`src/hdl/acu_pkg.sv`:
```
// Shared types and constants of the alarm clock set-and-alarm unit.
package acu_pkg;

   localparam int ALARM_W     = 23;
   localparam int ALARM_COUNT = 3;
   localparam int CSR_IDX_W   = 2;

   // Event kinds of one request beat
   localparam logic [1:0] KIND_TICK    = 2'd0;
   localparam logic [1:0] KIND_ENCODER = 2'd1;
   localparam logic [1:0] KIND_MODE    = 2'd2;
   localparam logic [1:0] KIND_BUTTON  = 2'd3;

   // Set-menu positions
   localparam logic [2:0] MENU_OFF    = 3'd0;
   localparam logic [2:0] MENU_DAY    = 3'd1;
   localparam logic [2:0] MENU_HOUR   = 3'd2;
   localparam logic [2:0] MENU_MINUTE = 3'd3;
   localparam logic [2:0] MENU_SECOND = 3'd4;

   // Configuration register indexes
   localparam logic [CSR_IDX_W-1:0] CSR_ALARM_ZERO = 2'd0;
   localparam logic [CSR_IDX_W-1:0] CSR_ALARM_ONE  = 2'd1;
   localparam logic [CSR_IDX_W-1:0] CSR_ALARM_TWO  = 2'd2;

   localparam logic [ALARM_W-1:0] ALARM_RESET = 23'h004800;

   // Action bits
   localparam int ACT_BEEP_BIT   = 0;
   localparam int ACT_RINGER_BIT = 1;

   typedef logic [ALARM_W-1:0] alarm_type;
   typedef alarm_type [ALARM_COUNT-1:0] alarm_set_type;

   typedef struct packed {
      logic [1:0] kind;
      logic [1:0] enc_pins;
   } req_type;

   typedef struct packed {
      logic [2:0] day_of_week;
      logic [4:0] hour_bcd;
      logic [6:0] minute_bcd;
      logic [6:0] second_bcd;
      logic       pm_flag;
      logic [2:0] menu_field;
      logic [2:0] alarm_actions;
      logic       ringer_on;
      logic       speaker_gate;
      logic       display_changed;
   } rsp_type;

   // Time of day that the alarms are matched against
   typedef struct packed {
      logic [2:0] day;
      logic [4:0] hour;
      logic [6:0] minute;
      logic       pm;
   } clock_type;

endpackage

```
`src/hdl/acu_alarm_match.sv`:
```
// Compare of the three alarm registers against the time of day.
module acu_alarm_match (
   input  acu_pkg::clock_type     now,
   input  acu_pkg::alarm_set_type alarms,
   output logic [2:0]             hit_actions
);
   import acu_pkg::*;

   always_comb begin
      hit_actions = 3'b000;
      for (int i = 0; i < ALARM_COUNT; i++) begin
         if ((alarms[i][2:0] != 3'b000) &&
             (now.day != 3'd7) && alarms[i][3 + now.day] &&
             (alarms[i][22] == now.pm) &&
             (alarms[i][14:10] == now.hour) &&
             (alarms[i][21:15] == now.minute)) begin
            hit_actions = hit_actions | alarms[i][2:0];
         end
      end
   end

endmodule

```
`src/hdl/acu_core.sv`:
```
// Clock, menu, encoder and alarm state with its per-event update logic.
module acu_core (
   input  logic                   clock,
   input  logic                   reset,
   input  logic                   step_en,
   input  acu_pkg::req_type       item,
   input  acu_pkg::alarm_set_type alarms,
   output acu_pkg::rsp_type       result
);
   import acu_pkg::*;

   logic [6:0] second_ff, second_in;
   logic [6:0] minute_ff, minute_in;
   logic [4:0] hour_ff, hour_in;
   logic       pm_ff, pm_in;
   logic [2:0] day_ff, day_in;
   logic [2:0] menu_ff, menu_in;
   logic [7:0] hist_ff, hist_in;
   logic [2:0] act_ff, act_in;
   logic       ringer_ff, ringer_in;
   logic       speaker_ff, speaker_in;
   logic       changed;

   // tick path
   logic [6:0] sec_tk, min_tk;
   logic [4:0] hr_tk;
   logic       pm_tk;
   logic [2:0] day_tk;
   clock_type  now_tk;
   logic [2:0] hits;
   logic [2:0] act_chk, act_tk;
   logic       ringer_tk;
   logic [7:0] hist_sh;

   function automatic logic [6:0] bcd_inc7(input logic [6:0] v);
      if (v[3:0] >= 4'h9) return {v[6:4] + 3'd1, 4'h0};
      return v + 7'd1;
   endfunction

   function automatic logic [4:0] bcd_inc5(input logic [4:0] v);
      if (v[3:0] >= 4'h9) return {v[4] + 1'b1, 4'h0};
      return v + 5'd1;
   endfunction

   // Advance the time of day by one second
   always_comb begin
      sec_tk = second_ff;
      min_tk = minute_ff;
      hr_tk  = hour_ff;
      pm_tk  = pm_ff;
      day_tk = day_ff;
      if (second_ff < 7'h59) begin
         sec_tk = bcd_inc7(second_ff);
      end else begin
         sec_tk = 7'h00;
         if (minute_ff < 7'h59) begin
            min_tk = bcd_inc7(minute_ff);
         end else begin
            min_tk = 7'h00;
            if (hour_ff == 5'h12) begin
               hr_tk = 5'h01;
            end else if (hour_ff == 5'h11) begin
               hr_tk = 5'h12;
               pm_tk = ~pm_ff;
               if (pm_ff) day_tk = (day_ff >= 3'd6) ? 3'd0 : day_ff + 3'd1;
            end else begin
               hr_tk = bcd_inc5(hour_ff);
            end
         end
      end
      now_tk = '{day: day_tk, hour: hr_tk, minute: min_tk, pm: pm_tk};
   end

   acu_alarm_match u_match (
      .now         (now_tk),
      .alarms      (alarms),
      .hit_actions (hits)
   );

   always_comb begin
      act_chk = (act_ff & 3'b101) | hits;
      if (sec_tk == 7'h00) begin
         act_tk    = act_chk;
         ringer_tk = act_chk[ACT_RINGER_BIT];
      end else begin
         act_tk    = act_ff;
         ringer_tk = ringer_ff;
      end
   end

   always_comb begin
      second_in  = second_ff;
      minute_in  = minute_ff;
      hour_in    = hour_ff;
      pm_in      = pm_ff;
      day_in     = day_ff;
      menu_in    = menu_ff;
      hist_in    = hist_ff;
      act_in     = act_ff;
      ringer_in  = ringer_ff;
      speaker_in = speaker_ff;
      changed    = 1'b0;
      hist_sh    = {hist_ff[5:0], item.enc_pins};
      case (item.kind)
         KIND_TICK: begin
            second_in  = sec_tk;
            minute_in  = min_tk;
            hour_in    = hr_tk;
            pm_in      = pm_tk;
            day_in     = day_tk;
            act_in     = act_tk;
            ringer_in  = ringer_tk;
            speaker_in = speaker_ff ^ act_tk[ACT_BEEP_BIT];
            changed    = 1'b1;
         end
         KIND_ENCODER: begin
            hist_in = hist_sh;
            if (hist_sh[3:0] == 4'hB) begin
               case (menu_ff)
                  MENU_DAY: begin
                     day_in  = (day_ff == 3'd6) ? 3'd0 : day_ff + 3'd1;
                     changed = 1'b1;
                  end
                  MENU_HOUR: begin
                     if (hour_ff == 5'h12) begin
                        hour_in = 5'h01;
                        pm_in   = ~pm_ff;
                     end else if (hour_ff == 5'h09) begin
                        hour_in = 5'h10;
                     end else begin
                        hour_in = hour_ff + 5'd1;
                     end
                     changed = 1'b1;
                  end
                  MENU_MINUTE: begin
                     minute_in = (minute_ff == 7'h59) ? 7'h00 : bcd_inc7(minute_ff);
                     changed   = 1'b1;
                  end
                  default: ;
               endcase
            end else if (hist_sh[3:0] == 4'h7) begin
               case (menu_ff)
                  MENU_DAY: begin
                     day_in  = (day_ff == 3'd0) ? 3'd6 : day_ff - 3'd1;
                     changed = 1'b1;
                  end
                  MENU_HOUR: begin
                     if (hour_ff == 5'h01) begin
                        hour_in = 5'h12;
                        pm_in   = ~pm_ff;
                     end else if (hour_ff == 5'h10) begin
                        hour_in = 5'h09;
                     end else begin
                        hour_in = hour_ff - 5'd1;
                     end
                     changed = 1'b1;
                  end
                  MENU_MINUTE: begin
                     if (minute_ff == 7'h00) minute_in = 7'h59;
                     else if (minute_ff[3:0] == 4'h0) minute_in = {minute_ff[6:4] - 3'd1, 4'h9};
                     else minute_in = minute_ff - 7'd1;
                     changed = 1'b1;
                  end
                  default: ;
               endcase
            end
         end
         KIND_MODE: begin
            menu_in = (menu_ff < MENU_SECOND) ? menu_ff + 3'd1 : MENU_OFF;
            changed = 1'b1;
         end
         KIND_BUTTON: begin
            if (menu_ff == MENU_OFF) begin
               act_in     = 3'b000;
               ringer_in  = 1'b0;
               speaker_in = 1'b0;
               changed    = 1'b1;
            end else if (menu_ff == MENU_SECOND) begin
               second_in = 7'h00;
               changed   = 1'b1;
            end
         end
         default: ;
      endcase
   end

   always_comb begin
      result.day_of_week     = day_in;
      result.hour_bcd        = hour_in;
      result.minute_bcd      = minute_in;
      result.second_bcd      = second_in;
      result.pm_flag         = pm_in;
      result.menu_field      = menu_in;
      result.alarm_actions   = act_in;
      result.ringer_on       = ringer_in;
      result.speaker_gate    = speaker_in;
      result.display_changed = changed;
   end

   always_ff @(posedge clock) begin
      if (reset) begin
         second_ff  <= 7'h00;
         minute_ff  <= 7'h00;
         hour_ff    <= 5'h12;
         pm_ff      <= 1'b0;
         day_ff     <= 3'd0;
         menu_ff    <= MENU_OFF;
         hist_ff    <= 8'h00;
         act_ff     <= 3'b000;
         ringer_ff  <= 1'b0;
         speaker_ff <= 1'b0;
      end else if (step_en) begin
         second_ff  <= second_in;
         minute_ff  <= minute_in;
         hour_ff    <= hour_in;
         pm_ff      <= pm_in;
         day_ff     <= day_in;
         menu_ff    <= menu_in;
         hist_ff    <= hist_in;
         act_ff     <= act_in;
         ringer_ff  <= ringer_in;
         speaker_ff <= speaker_in;
      end
   end

`ifndef SYNTHESIS
   a_ringer_follows_action: assert property (@(posedge clock) disable iff (reset)
      ringer_ff == act_ff[ACT_RINGER_BIT])
      else $error("ringer drive out of step with ringer action");
   a_menu_range: assert property (@(posedge clock) disable iff (reset)
      menu_ff <= MENU_SECOND)
      else $error("menu position beyond second");
   a_hour_nonzero: assert property (@(posedge clock) disable iff (reset)
      hour_ff != 5'h00)
      else $error("hour register reached zero");
`endif

endmodule

```
`src/hdl/alarm_clock_set_and_alarm_unit_top.sv`:
```
// Top level of the alarm clock set-and-alarm unit: beat staging and alarm registers.
//
// Each request beat is one event: a second tick, an encoder pin sample, a mode
// press or an encoder-button press. The unit takes one beat per clock cycle
// for as long as the response side keeps up; a beat lands in the input
// register on acceptance and, once it advances, the update pass changes the
// clock state and loads the response register. The throughput figure of one
// beat per cycle is set by the single update pass between the input register
// and the response register, which reads and writes the clock state in the
// same cycle. Both registers stall in place while the response register is
// full and rsp_ready is low, and the input register frees up in the same
// cycle the response register drains, so no bubble appears.
// Exactly one response beat comes out per request beat, carrying the time,
// menu position and alarm flags after the event, plus a display-changed flag.
// The three alarm registers are written through the csr_ port (index 0 to 2,
// other indexes are dropped) and should be written only while no beat is in
// flight. Alarm matching happens on a tick whose seconds wrap to zero.
module alarm_clock_set_and_alarm_unit_top (
   input  logic                              clock,
   input  logic                              reset,
   input  logic                              req_valid,
   output logic                              req_ready,
   input  acu_pkg::req_type                  req_data,
   output logic                              rsp_valid,
   input  logic                              rsp_ready,
   output acu_pkg::rsp_type                  rsp_data,
   input  logic                              csr_we,
   input  logic [acu_pkg::CSR_IDX_W-1:0]     csr_index,
   input  logic [acu_pkg::ALARM_W-1:0]       csr_wdata
);
   import acu_pkg::*;

   logic          in_valid_ff, in_valid_in;
   req_type       in_data_ff, in_data_in;
   logic          rsp_valid_ff, rsp_valid_in;
   rsp_type       rsp_data_ff, rsp_data_in;
   alarm_set_type alarm_ff, alarm_in;
   logic          advance;
   rsp_type       step_result;

   // Advance a staged beat when the response register is empty or draining
   assign advance   = in_valid_ff && (!rsp_valid_ff || rsp_ready);
   assign req_ready = !in_valid_ff || advance;
   assign rsp_valid = rsp_valid_ff;
   assign rsp_data  = rsp_data_ff;

   acu_core u_core (
      .clock   (clock),
      .reset   (reset),
      .step_en (advance),
      .item    (in_data_ff),
      .alarms  (alarm_ff),
      .result  (step_result)
   );

   always_comb begin
      // Input register: load on acceptance, drop once advanced
      in_data_in  = (req_valid && req_ready) ? req_data : in_data_ff;
      in_valid_in = req_valid || (in_valid_ff && !advance);
      if (!req_ready) in_valid_in = in_valid_ff;

      // Response register: load on advance, hold while stalled
      rsp_data_in  = advance ? step_result : rsp_data_ff;
      rsp_valid_in = advance || (rsp_valid_ff && !rsp_ready);

      // Alarm registers
      alarm_in = alarm_ff;
      if (csr_we) begin
         case (csr_index)
            CSR_ALARM_ZERO: alarm_in[0] = csr_wdata;
            CSR_ALARM_ONE:  alarm_in[1] = csr_wdata;
            CSR_ALARM_TWO:  alarm_in[2] = csr_wdata;
            default: ;
         endcase
      end
   end

   always_ff @(posedge clock) begin
      if (reset) begin
         in_valid_ff  <= 1'b0;
         rsp_valid_ff <= 1'b0;
         alarm_ff     <= {ALARM_COUNT{ALARM_RESET}};
      end else begin
         in_valid_ff  <= in_valid_in;
         rsp_valid_ff <= rsp_valid_in;
         alarm_ff     <= alarm_in;
      end
   end

   always_ff @(posedge clock) begin
      in_data_ff  <= in_data_in;
      rsp_data_ff <= rsp_data_in;
   end

`ifndef SYNTHESIS
   a_advance_fills_rsp: assert property (@(posedge clock) disable iff (reset)
      advance |=> rsp_valid_ff)
      else $error("advanced beat did not reach the response register");
   a_tick_redraws: assert property (@(posedge clock) disable iff (reset)
      (advance && in_data_ff.kind == KIND_TICK) |=> rsp_data_ff.display_changed)
      else $error("tick response without display change");
   a_mode_redraws: assert property (@(posedge clock) disable iff (reset)
      (advance && in_data_ff.kind == KIND_MODE) |=> rsp_data_ff.display_changed)
      else $error("mode response without display change");
   a_rsp_ringer: assert property (@(posedge clock) disable iff (reset)
      rsp_valid_ff |-> rsp_data_ff.ringer_on == rsp_data_ff.alarm_actions[ACT_RINGER_BIT])
      else $error("response ringer out of step with ringer action");
`endif

endmodule

```
`config.mk`:
```
export PLATFORM = sky130hd
export DESIGN_NAME = alarm_clock_set_and_alarm_unit_top
export DESIGN_NICKNAME = d
export VERILOG_FILES = /design/src/hdl/acu_pkg.sv /design/src/hdl/acu_alarm_match.sv /design/src/hdl/acu_core.sv /design/src/hdl/alarm_clock_set_and_alarm_unit_top.sv
export SDC_FILE = /design/constraint.sdc
export NUM_CORES = 1
export LEC_CHECK = 0
export BUFFER_PORTS_ARGS = -buffer_cell sky130_fd_sc_hd__buf_2
export CAP_MARGIN = 20
export CORE_ASPECT_RATIO = 0.9
export CORE_MARGIN = 2
export CORE_UTILIZATION = 65
export DETAILED_ROUTE_END_ITERATION = 10
export PLACE_DENSITY_LB_ADDON = 0.3
export SYNTH_ARGS = -nofsm -noshare
export SYNTH_HDL_FRONTEND = slang
export SYNTH_SLANG_ARGS = --single-unit
```
`constraint.sdc`:
```
create_clock -name clock -period 7.9 [get_ports clock]
set_input_delay 1.185 -clock clock [delete_from_list [all_inputs] [get_ports clock]]
set_output_delay 1.185 -clock clock [all_outputs]
set_load 0.01 [all_outputs]
```
=== Word level (Yosys, flattened, before mapping) ===
Cells that the tools add are included.

* Logic and storage cells: 220
* Bits of input ports: 34
* Register bits after elaboration: 140

* Reductions and logical operators: 43
* Magnitude comparators: 8
* Mux-type cells: 96
* Equality and inequality tests: 28
* $add $sub $neg: 13
* Bitwise operators: 5

{| class="wikitable"
|+ Operators with widths
! operator !! number
|-
| 7-bit 2-to-1 mux || 17
|-
| 5-bit 2-to-1 mux || 14
|-
| 3-bit 2-to-1 mux || 19
|-
| 1-bit 2-to-1 mux || 34
|-
| 7-bit case mux with 2 select lines || 2
|-
| 7-bit equality test || 3
|-
| 1-bit logical AND || 19
|-
| 1-bit binary-select mux with 5-bit select || 3
|-
| 5-bit equality test || 3
|-
| 5-bit equality test (second input constant) || 3
|-
| 7-bit by 1-bit adder with 7-bit output (second input constant) || 2
|-
| 7-bit zero test || 2
|-
| 7-bit less-than comparator (second input constant) || 2
|-
| 3-bit by 1-bit adder with 3-bit output (second input constant) || 4
|-
| 4-bit >= comparator (second input constant) || 3
|-
| 3-bit case mux with 2 select lines || 2
|-
| 5-bit case mux with 2 select lines || 1
|-
| 3-bit OR || 3
|-
| 3-bit nonzero test || 3
|-
| 2-bit AND reduction || 4
|-
| 7-bit equality test (second input constant) || 1
|-
| 7-bit by 1-bit subtractor with 7-bit output (second input constant) || 1
|-
| 2-bit equality test (second input constant) || 3
|-
| 3-bit by 2-bit equality test with 1-bit output (second input constant) || 2
|-
| other kinds (28) || 43
|}

=== Longest topological paths before layout ===
Gate-level depths: netlist (run 1).

* Depth after elaboration: 23
* Mapped depth: 14
* Depth with buffers taken out: 12

=== By module ===
From an unflattened synthesis (run 1), not the netlist that was laid out.

* Cell total of the unflattened synthesis: 993
* Area total of the unflattened synthesis: 9013.6 um2

{| class="wikitable"
|+ By module, submodules not included
! module !! area each (um2) !! instances !! cells an instance !! seq. area each (um2)
|-
| acu_core || 4048.9 || 1 || 590 || 660.6
|-
| alarm_clock_set_and_alarm_unit_top || 3917.5 || 1 || 297 || 2502.4
|-
| acu_alarm_match || 1047.3 || 1 || 106 || 0.0
|}

=== Worst setup path before layout (run 1) ===
Ideal clock, no wire load.

* Kind: register to register
* Start: register u_core.hour_ff[0]
* End: register u_core.speaker_ff
* Arrival: 3345 ps
* Path buffers: 1
* Period minus slack after synthesis: 3436 ps
* Cell stages (with the launch flop): 14
* Data required time: 7809 ps
* Path slack: 4464 ps
* Cells stage by stage: dfxtp_1 clkbuf_1 inv_1 ha_1 and4bb_2 a211oi_1 nor3b_1 a22oi_1 xnor2_1 a2111oi_0 and4bb_1 a222oi_1 or3_1 a311oi_1

* Cells in the longest elaborated chain, start to end: 23

{| class="wikitable"
|+ Ends and longest elaborated chain
! element !! RTL line !! source
|-
| start, declared || acu_core.sv:14 || <nowiki>logic [4:0] hour_ff, hour_in;</nowiki>
|-
| start signal, assigned || acu_core.sv:215 || <nowiki>hour_ff <= hour_in;</nowiki>
|-
| branches (longest 18 deep; another with 2-bit by 3-bit adder with 4-bit output) || n/a ||
|-
| 3-bit 2-to-1 mux (*) || acu_alarm_match.sv:12 || <nowiki>if ((alarms[i][2:0] != 3'b000) &&</nowiki>
|-
| 3-bit OR (*) || acu_core.sv:81 || <nowiki>act_chk = (act_ff & 3'b101) | hits;</nowiki>
|-
| 3-bit 2-to-1 mux (*) || acu_core.sv:82 || <nowiki>if (sec_tk == 7'h00) begin</nowiki>
|-
| 1-bit bitwise XOR (*) || acu_core.sv:113 || <nowiki>speaker_in = speaker_ff ^ act_tk[ACT_BEEP_BIT];</nowiki>
|-
| 1-bit case mux with 2 select lines (*) || acu_core.sv:104 || <nowiki>case (item.kind)</nowiki>
|-
| end signal, assigned || acu_core.sv:222 || <nowiki>speaker_ff <= speaker_in;</nowiki>
|-
| end, declared || acu_core.sv:21 || <nowiki>logic speaker_ff, speaker_in;</nowiki>
|}

Every way passes the cells marked *. The select of a mux whose other input is x is not followed.
A chain may end at the register's enable or synchronous reset.

=== Worst setup path in the final report (run 1) ===
* Start: register u_core.minute_ff[3]
* End: register u_core.speaker_ff

* Cells in the longest elaborated chain, start to end: 19

{| class="wikitable"
|+ Ends and longest elaborated chain
! element !! RTL line !! source
|-
| start, declared || acu_core.sv:13 || <nowiki>logic [6:0] minute_ff, minute_in;</nowiki>
|-
| start signal, assigned || acu_core.sv:214 || <nowiki>minute_ff <= minute_in;</nowiki>
|-
| 7-bit less-than comparator || acu_core.sv:56 || <nowiki>if (minute_ff < 7'h59) begin</nowiki>
|-
| 3-bit 2-to-1 mux || acu_core.sv:56 ||
|-
| 3-bit 2-to-1 mux || acu_core.sv:52 || <nowiki>if (second_ff < 7'h59) begin</nowiki>
|-
| 2-bit by 3-bit adder with 4-bit output || acu_alarm_match.sv:13 || <nowiki>(now.day != 3'd7) && alarms[i][3 + now.day] &&</nowiki>
|-
| 1-bit binary-select mux with 5-bit select || acu_alarm_match.sv:13 ||
|-
| 1-bit 2-to-1 mux (implied by the code) || acu_alarm_match.sv:13 ||
|-
| 1-bit logical AND (2 in a row) || acu_alarm_match.sv:13 ||
|-
| 1-bit logical AND || acu_alarm_match.sv:14 || <nowiki>(alarms[i][22] == now.pm) &&</nowiki>
|-
| [2 not listed] || n/a ||
|-
| 3-bit OR || acu_alarm_match.sv:17 || <nowiki>hit_actions = hit_actions | alarms[i][2:0];</nowiki>
|-
| 3-bit 2-to-1 mux || acu_alarm_match.sv:12 ||
|-
| 3-bit OR || acu_alarm_match.sv:17 ||
|-
| 3-bit 2-to-1 mux (*) || acu_alarm_match.sv:12 ||
|-
| 3-bit OR (*) || acu_core.sv:81 ||
|-
| 3-bit 2-to-1 mux (*) || acu_core.sv:82 ||
|-
| 1-bit bitwise XOR (*) || acu_core.sv:113 ||
|-
| 1-bit case mux with 2 select lines (*) || acu_core.sv:104 ||
|}

Every way passes the cells marked *; elsewhere a longest branch is shown, timed or not. The select of a mux whose other input is x is not followed.

==> results.sh, run 1 <==
export IMPL_outcome="complete, no violations"
export IMPL_cts_sinks=140
export IMPL_dp_cells=1236
export IMPL_internal_power_mw=1.28
export IMPL_async_flop_share=0
export IMPL_start_kind="register"
export IMPL_switching_power_uw=514
export IMPL_drtIter0Drc=1211
export IMPL_clk_latency_ns=0.45
export IMPL_cap_violations=0
export IMPL_setup_slack_ns=3.64
export IMPL_cts_buffer_depth=2
export IMPL_ys_types=91
export IMPL_pre_cts_ws_ns=3.87
export IMPL_tightest_slew_ns=1.08
export IMPL_n_antenna_cell=0
export IMPL_finalHoldViolations=0
export IMPL_dp_hpwl_um=16800
export IMPL_cts_tree="yes"
export IMPL_initial_core_util=0.666
export IMPL_routed_wl_um=24600
export IMPL_ant_nets=0
export IMPL_htreeDepth=4
export IMPL_die_h_um=112
export IMPL_r2r_start="u_core.minute_ff[3]$_SDFFE_PP0P_"
export IMPL_slew_headroom=0.278
export IMPL_drc=0
export IMPL_grt_util_all_layers=0.348
export IMPL_synth_cells=1067
export IMPL_setup_tns_ns=0
export IMPL_r2r_cells=10
export IMPL_yosysSeqAreaShare=0.374
export IMPL_critPathLaunch="u_core.minute_ff[3]$_SDFFE_PP0P_"
export IMPL_grt_pass1_vias=7593
export IMPL_ys_ff_latch=140
export IMPL_p_per_area_nw_per_um2=192
export IMPL_syn_num_nets=1131
export IMPL_final_cell_mix="nand2_1 (235), a21oi_1 (123), dfxtp_1 (104), buf_2 (67), nor2_1 (51)"
export IMPL_overflow=0
export IMPL_p_leak_nw=3.36
export IMPL_min_path_cells=2
export IMPL_layout_drive_gt1_share=0.121
export IMPL_port_buffers=67
export IMPL_pwr_share_clk=0.428
export IMPL_first_pass_iters=6
export IMPL_fin_skew_ns=0.0159
export IMPL_min_period_ns=4.26
export IMPL_vias=8447
export IMPL_path_cells="nand3_1, o21ai_1, a41oi_1, a31oi_2, and3_1, a2111oi_0, and4bb_1, a222oi_1, o21ai_0, a311oi_1"
export IMPL_synthToLayoutAreaGrowth_pct=10.3
export IMPL_crit_fanout=20
export IMPL_die_w_um=124
export IMPL_maxSlewViolCount=0
export IMPL_critPathMaxStageDelay_ns=0.80
export IMPL_min_delay_start="alarm_ff[7]$_SDFFE_PP0P_"
export IMPL_grt_first_pass_wirelength_um=39200
export IMPL_end_kind="register"
export IMPL_ys_flop_type="dfxtp_1"
export IMPL_nNetsFinal=1155
export IMPL_avgSynthCellArea_um2=7.92
export IMPL_core_area_um2=12700
export IMPL_fin_crit_sh=0.539
export IMPL_rsz0062_at_grt="no"
export IMPL_wire_per_inst_um=19.4
export IMPL_switching_share=0.287
export IMPL_pwr_share_seq=0.444
export IMPL_final_cell_area_um2=9320
export IMPL_crit_required_ns=8.24
export IMPL_synth_edff_count=36
export IMPL_pwr_share_comb=0.128
export IMPL_cts_clk_slew_worst_paths_ns=0.07
export IMPL_dpl_cell_area_um2=8780
export IMPL_ir_worst_vdd_mv=0.165
export IMPL_rrSetupSlack_ns=3.64
export IMPL_cts_setup_buffers=0
export IMPL_cts_inserted_buffers=17
export IMPL_synth_cell_area_um2=8450
export IMPL_synth_warnings=0
export IMPL_grt_max_degree=105
export IMPL_ios=68
export IMPL_cts_hold_buf=0
export IMPL_gp_congestion=1.01
export IMPL_fmax_ghz=0.235
export IMPL_root_buffer="clkbuf_16"
export IMPL_vias_per_cell=6.66
export IMPL_hold_class="register to register"
export IMPL_cp_slowest_cell="o21ai_1"
export IMPL_final_common_cell="nand2_1"
export IMPL_die_area_um2=13900
export IMPL_crit_arrival_ns=4.60
export IMPL_cts_repair_resized=0
export IMPL_row_count=39
export IMPL_path_class="register to register"
export IMPL_instances_no_fill=1268
export IMPL_antenna_found_initial=0
export IMPL_setup_viol=0
-- kinds of logic (layout without fill, tap and decap cells) --
| logic type | count (synthesis) | count (layout) | share of synthesized area |
|---|---|---|---|
| AO/OA/AOI/OAI | 306 | 306 | 0.234 |
| XOR/XNOR | 43 | 43 | 0.0445 |
| adder cells (fa/ha/maj) | 30 | 30 | 0.0444 |
| buffers and inverters | 102 | 139 | 0.0482 |
| flip-flops | 140 | 140 | 0.374 |
| multiplexers | 8 | 8 | 0.00962 |
| AND/OR/NAND/NOR | 438 | 438 | 0.245 |
-- metal layers --
metal,up-vias,track usage,wire (um),share of wire
met3,77,0.0748,2420,0.098
met1,3973,0.457,9880,0.40
met5,-,0,0,0
met2,504,0.569,11700,0.47
met4,0,0.129,671,0.027
li1,3893,-,-,-
-- state kept, by name (all words and copies together) (netlist names) --
register / cells
rsp_data: 32
u_core.day_ff: 3
u_core.pm_ff: 1
rsp_valid: 1
in_data_ff: 4
in_valid_ff: 1
u_core.minute_ff: 7
u_core.ringer_ff: 1
u_core.speaker_ff: 1
u_core.hist_ff: 2
u_core.hour_ff: 5
u_core.second_ff: 7
alarm_ff: 69
u_core.menu_ff: 3
u_core.act_ff: 3
-- path summary, 6_finish.rpt --
path | end
worst max-delay path | u_core.speaker_ff$_SDFFE_PP0P_
worst min-delay path | alarm_ff[7]$_SDFFE_PP0P_
worst max register to register | u_core.speaker_ff$_SDFFE_PP0P_
worst min register to register | alarm_ff[7]$_SDFFE_PP0P_
-- final cells by class --
class                      count  area [um^2]
tap                          164          205
clock inverter                14          119
timing repair buffer          73          380
clock buffer                  18          429
sequential                   140         3160
fill                         959         3360
multi-input combinational    825         4900
inverter                      34          128
-- critical path: cells and delay by family, from the launching register on --
kind	cells	cell delay, ns
AOI/OAI and AO/OA	7	2.68
DFF	1	0.74
and+or+nand+nor	3	0.71
-- through the flow --
step,total power [mW],hold WS (ns),util
finish,1.79,0.462,0.735
detailed placement,1.03,0.449,0.692
floorplan,0.959,0.432,-
global placement,1.03,0.442,0.692
global route,1.85,0.471,0.735
CTS,1.78,0.458,0.735
-- synth_stat cells, drive strengths merged (14+ instances only) --
cell type	number	area, um^2
o21ai	45	229
inv	31	116
nand2b	14	87.6
dfxtp	104	2080
buf	14	76.3
edfxtp	36	1080
nand2	236	893
nor3	21	110
xnor2	22	193
nor2	53	204
a31oi	15	100
a211oi	17	128
a21oi	125	633
nand3	31	160
ha	30	375
clkbuf	54	204
xor2	21	184
-- power groups by stage --
stage	combinational (mW)	clock [mW]	sequential (mW)
6_report	0.230	0.768	0.796
5_1_grt	0.251	0.796	0.798
3_3_place_gp	0.217	0	0.809
4_1_cts	0.223	0.767	0.795
3_5_place_dp	0.221	0	0.810
2_1_floorplan	0.158	0	0.801
No activity file was read; power rests on OpenSTA's default activity.
==> run 2: changes to the inputs <==
--- a/config.mk
+++ b/config.mk
@@ -5,11 +5,12 @@
 export SDC_FILE = /design/constraint.sdc
 export NUM_CORES = 1
 export LEC_CHECK = 0
+export ABC_AREA = 1
 export BUFFER_PORTS_ARGS = -buffer_cell sky130_fd_sc_hd__buf_2
 export CAP_MARGIN = 20
 export CORE_ASPECT_RATIO = 0.9
 export CORE_MARGIN = 2
-export CORE_UTILIZATION = 65
+export CORE_UTILIZATION = 55
 export DETAILED_ROUTE_END_ITERATION = 10
 export PLACE_DENSITY_LB_ADDON = 0.3
 export SYNTH_ARGS = -nofsm -noshare
==> constraint.sdc (replaced) <==
create_clock -name clock -period 3.9 [get_ports clock]
set_input_delay 0.585 -clock clock [delete_from_list [all_inputs] [get_ports clock]]
set_output_delay 0.585 -clock clock [all_outputs]
set_load 0.01 [all_outputs]
==> run 2 against run 1 <==
  * Via count decreased by 2.8%
  * Clock power is 100% higher
  * Sequential power rose by 110%
  * Worst hold slack lost 0.13 ns
  * Wire length is 4.1% lower
  * First-iteration DRC count decreased by 32%
  * Clock skew fell by 0.0063 ns
  * Maximum frequency rose by 29%
  * Count of clock-buffer cells in the layout increased by 4
  * Sequential cell count did not move
  * Utilization shrank 10 points
==> results.sh, run 2 <==
export IMPL_outcome="complete, no violations"
export IMPL_first_pass_iters=5
export IMPL_row_count=42
export IMPL_r2r_cells=20
export IMPL_syn_num_nets=1223
export IMPL_cts_buffer_depth=2
export IMPL_finalHoldViolations=0
export IMPL_maxSlewViolCount=0
export IMPL_nFillCells=1339
export IMPL_synth_edff_count=36
export IMPL_core_area_um2=14700
export IMPL_min_path_cells=1
export IMPL_cts_sinks=140
export IMPL_synth_common_cells="nand2_1 (229), inv_1 (131), o21ai_0 (118)"
export IMPL_rrSetupSlack_ns=0.60
export IMPL_port_buffers=67
export IMPL_initial_core_util=0.563
export IMPL_met1_length_um=10100
export IMPL_critPathMostFrequentCell="nand2_1"
export IMPL_ios=68
export IMPL_drc=0
export IMPL_setup_viol=0
export IMPL_cts_hold_buf=0
export IMPL_crit_arrival_ns=3.49
export IMPL_die_w_um=133
export IMPL_ys_flop_type="dfxtp_1"
export IMPL_top_layer="met4"
export IMPL_path_class="register to register"
export IMPL_top_register="alarm_ff"
export IMPL_hold_class="primary input to register"
export IMPL_grt_util_all_layers=0.301
export IMPL_grt_pass1_vias=7642
export IMPL_routed_wl_um=23600
export IMPL_synth_warnings=0
export IMPL_clk_latency_ns=0.43
export IMPL_synthToLayoutAreaGrowth_pct=12.3
export IMPL_die_area_um2=16100
export IMPL_cts_inserted_buffers=17
export IMPL_grt_max_degree=66
export IMPL_fin_crit_sh=0.846
export IMPL_wl_met2_um=11100
export IMPL_path_cells="inv_1, ha_1, inv_1, nand4_2, nor2_2, nand3_2, nand2_1, nand2_2, inv_2, nand3_1, nand3_1, nand2_1, nand3_1, nand3_1, nand2_1, nand2_1, nand2_1, nand2_1, nand2_1, inv_1"
export IMPL_synth_most_common_cell="nand2_1"
export IMPL_largest_reg_flops=69
export IMPL_cts_setup_buffers=0
export IMPL_htreeDepth=4
export IMPL_crit_required_ns=4.09
export IMPL_p_per_area_nw_per_um2=411
export IMPL_start_kind="register"
export IMPL_multi_input_area_um2=4340
export IMPL_cts_tree="yes"
export IMPL_wire_per_inst_um=16.6
export IMPL_antenna_found_initial=0
export IMPL_ys_ff_latch=140
export IMPL_regArea_um2=3160
export IMPL_avgSynthCellArea_um2=7.15
export IMPL_final_common_cell="nand2_1"
export IMPL_fin_skew_ns=0.00964
export IMPL_rsz0062_at_grt="no"
export IMPL_cap_violations=0
export IMPL_end_kind="register"
export IMPL_synth_cells=1159
export IMPL_hold_slack_ns=0.330
export IMPL_drtIter0Drc=826
export IMPL_synth_cell_area_um2=8290
export IMPL_cp_slowest_cell="dfxtp_1"
export IMPL_utilization=0.633
export IMPL_final_cell_mix="nand2_1 (229), inv_1 (131), o21ai_0 (118), nand3_1 (111), dfxtp_1 (104)"
export IMPL_r2r_start="u_core.hour_ff[0]$_SDFFE_PP0P_"
export IMPL_vias=8207
export IMPL_ant_nets=0
export IMPL_pre_cts_ws_ns=0.722
export IMPL_overflow=0
export IMPL_reg2reg_to="rsp_data[1]$_DFFE_PP_"
export IMPL_dr_wl_met3_um=1730
export IMPL_dp_hpwl_um=16700
export IMPL_die_h_um=120
export IMPL_setup_slack_ns=0.599
export IMPL_gp_congestion=0.993
export IMPL_yosysTopAreaCellShare=0.251
export IMPL_setup_tns_ns=0
export IMPL_n_antenna_cell=0
export IMPL_fmax_ghz=0.303
export IMPL_tightest_slew_ns=1.08
export IMPL_cts_clk_slew_worst_paths_ns=0.06
export IMPL_slew_headroom=0.282
export IMPL_vias_per_cell=5.77
export IMPL_yosysTopAreaCell="dfxtp_1"
export IMPL_p_leak_nw=4.17
export IMPL_ir_worst_vdd_mv=0.403
export IMPL_layout_drive_gt1_share=0.127
export IMPL_async_flop_share=0
export IMPL_crit_fanout=9
export IMPL_synth_area_leaders="dfxtp_1 (25%), edfxtp_1 (13%), nand2_1 (10%)"
export IMPL_min_period_ns=3.30
export IMPL_cts_repair_resized=0
export IMPL_ys_types=47
export IMPL_yosysSeqAreaShare=0.382
export IMPL_min_to="in_data_ff[0]$_DFFE_PP_"
export IMPL_grt_first_pass_wirelength_um=38200
export IMPL_root_buffer="clkbuf_16"
export IMPL_critPathMaxStageDelay_ns=0.52
export IMPL_nNetsFinal=1276
export IMPL_min_delay_start="req_data[0]"
run 2: area by class of cell:
type                            count  share of cell area
Clock buffer                       22              0.0511
Clock inverter                     10             0.00941
Inverter                          149              0.0617
Multi-Input combinational cell    825               0.466
Sequential cell                   140               0.340
Tap cell                          198              0.0266
Timing Repair Buffer               79              0.0457
run 2: cell families after synthesis:
| logic type | Yosys count | synth area share |
|---|---|---|
| XOR/XNOR | 3 | 0.00317 |
| AO/OA/AOI/OAI | 285 | 0.192 |
| buffers and inverters | 194 | 0.0952 |
| AND/OR/NAND/NOR | 507 | 0.283 |
| flip-flops | 140 | 0.382 |
| adder cells (fa/ha/maj) | 30 | 0.0453 |
run 2: worst max path at each step:
stage                                   start                     to  slack (ns)  cells after the start
4_1_cts        u_core.hour_ff[0]$_SDFFE_PP0P_  rsp_data[1]$_DFFE_PP_        0.67                     20
3_5_place_dp   u_core.hour_ff[0]$_SDFFE_PP0P_  rsp_data[1]$_DFFE_PP_        0.72                     20
3_3_place_gp   u_core.hour_ff[0]$_SDFFE_PP0P_  rsp_data[1]$_DFFE_PP_        0.71                     20
2_1_floorplan   u_core.day_ff[0]$_SDFFE_PP0P_  rsp_data[1]$_DFFE_PP_        1.23                     21
5_1_grt        u_core.hour_ff[0]$_SDFFE_PP0P_  rsp_data[1]$_DFFE_PP_        0.28                     20
6_report       u_core.hour_ff[0]$_SDFFE_PP0P_  rsp_data[1]$_DFFE_PP_        0.60                     20
run 2: power breakdown:
part	leakage (nW)	total, mW	internal (mW)	switching (mW)
Clock	0.280	1.56	0.929	0.627
Sequential	1.20	1.65	1.58	0.0661
Combinational	2.69	0.624	0.204	0.420
Total	4.17	3.83	2.71	1.11
run 2: through the flow:
step,total power [mW],area [um^2],std cells
5_1_grt,3.98,9310,1423
6_report,3.83,9310,1423
3_5_place_dp,2.28,8750,1391
3_3_place_gp,2.27,8750,1391
2_1_floorplan,2.10,8290,1159
4_1_cts,3.83,9310,1423
run 2: worst max-delay path, delay by kind of cell, from the launching register on:
kind | cells | cell delay, ns
fa+ha+maj | 1 | 0.29
simple gates | 15 | 1.74
buf+inv | 4 | 0.51
flops | 1 | 0.52
run 2: metal layers:
metal | global-route usage | vias to the layer above
li1 | - | 4016
met1 | 0.384 | 3784
met2 | 0.511 | 338
met3 | 0.0591 | 69
met4 | 0.109 | 0
met5 | 0 | -
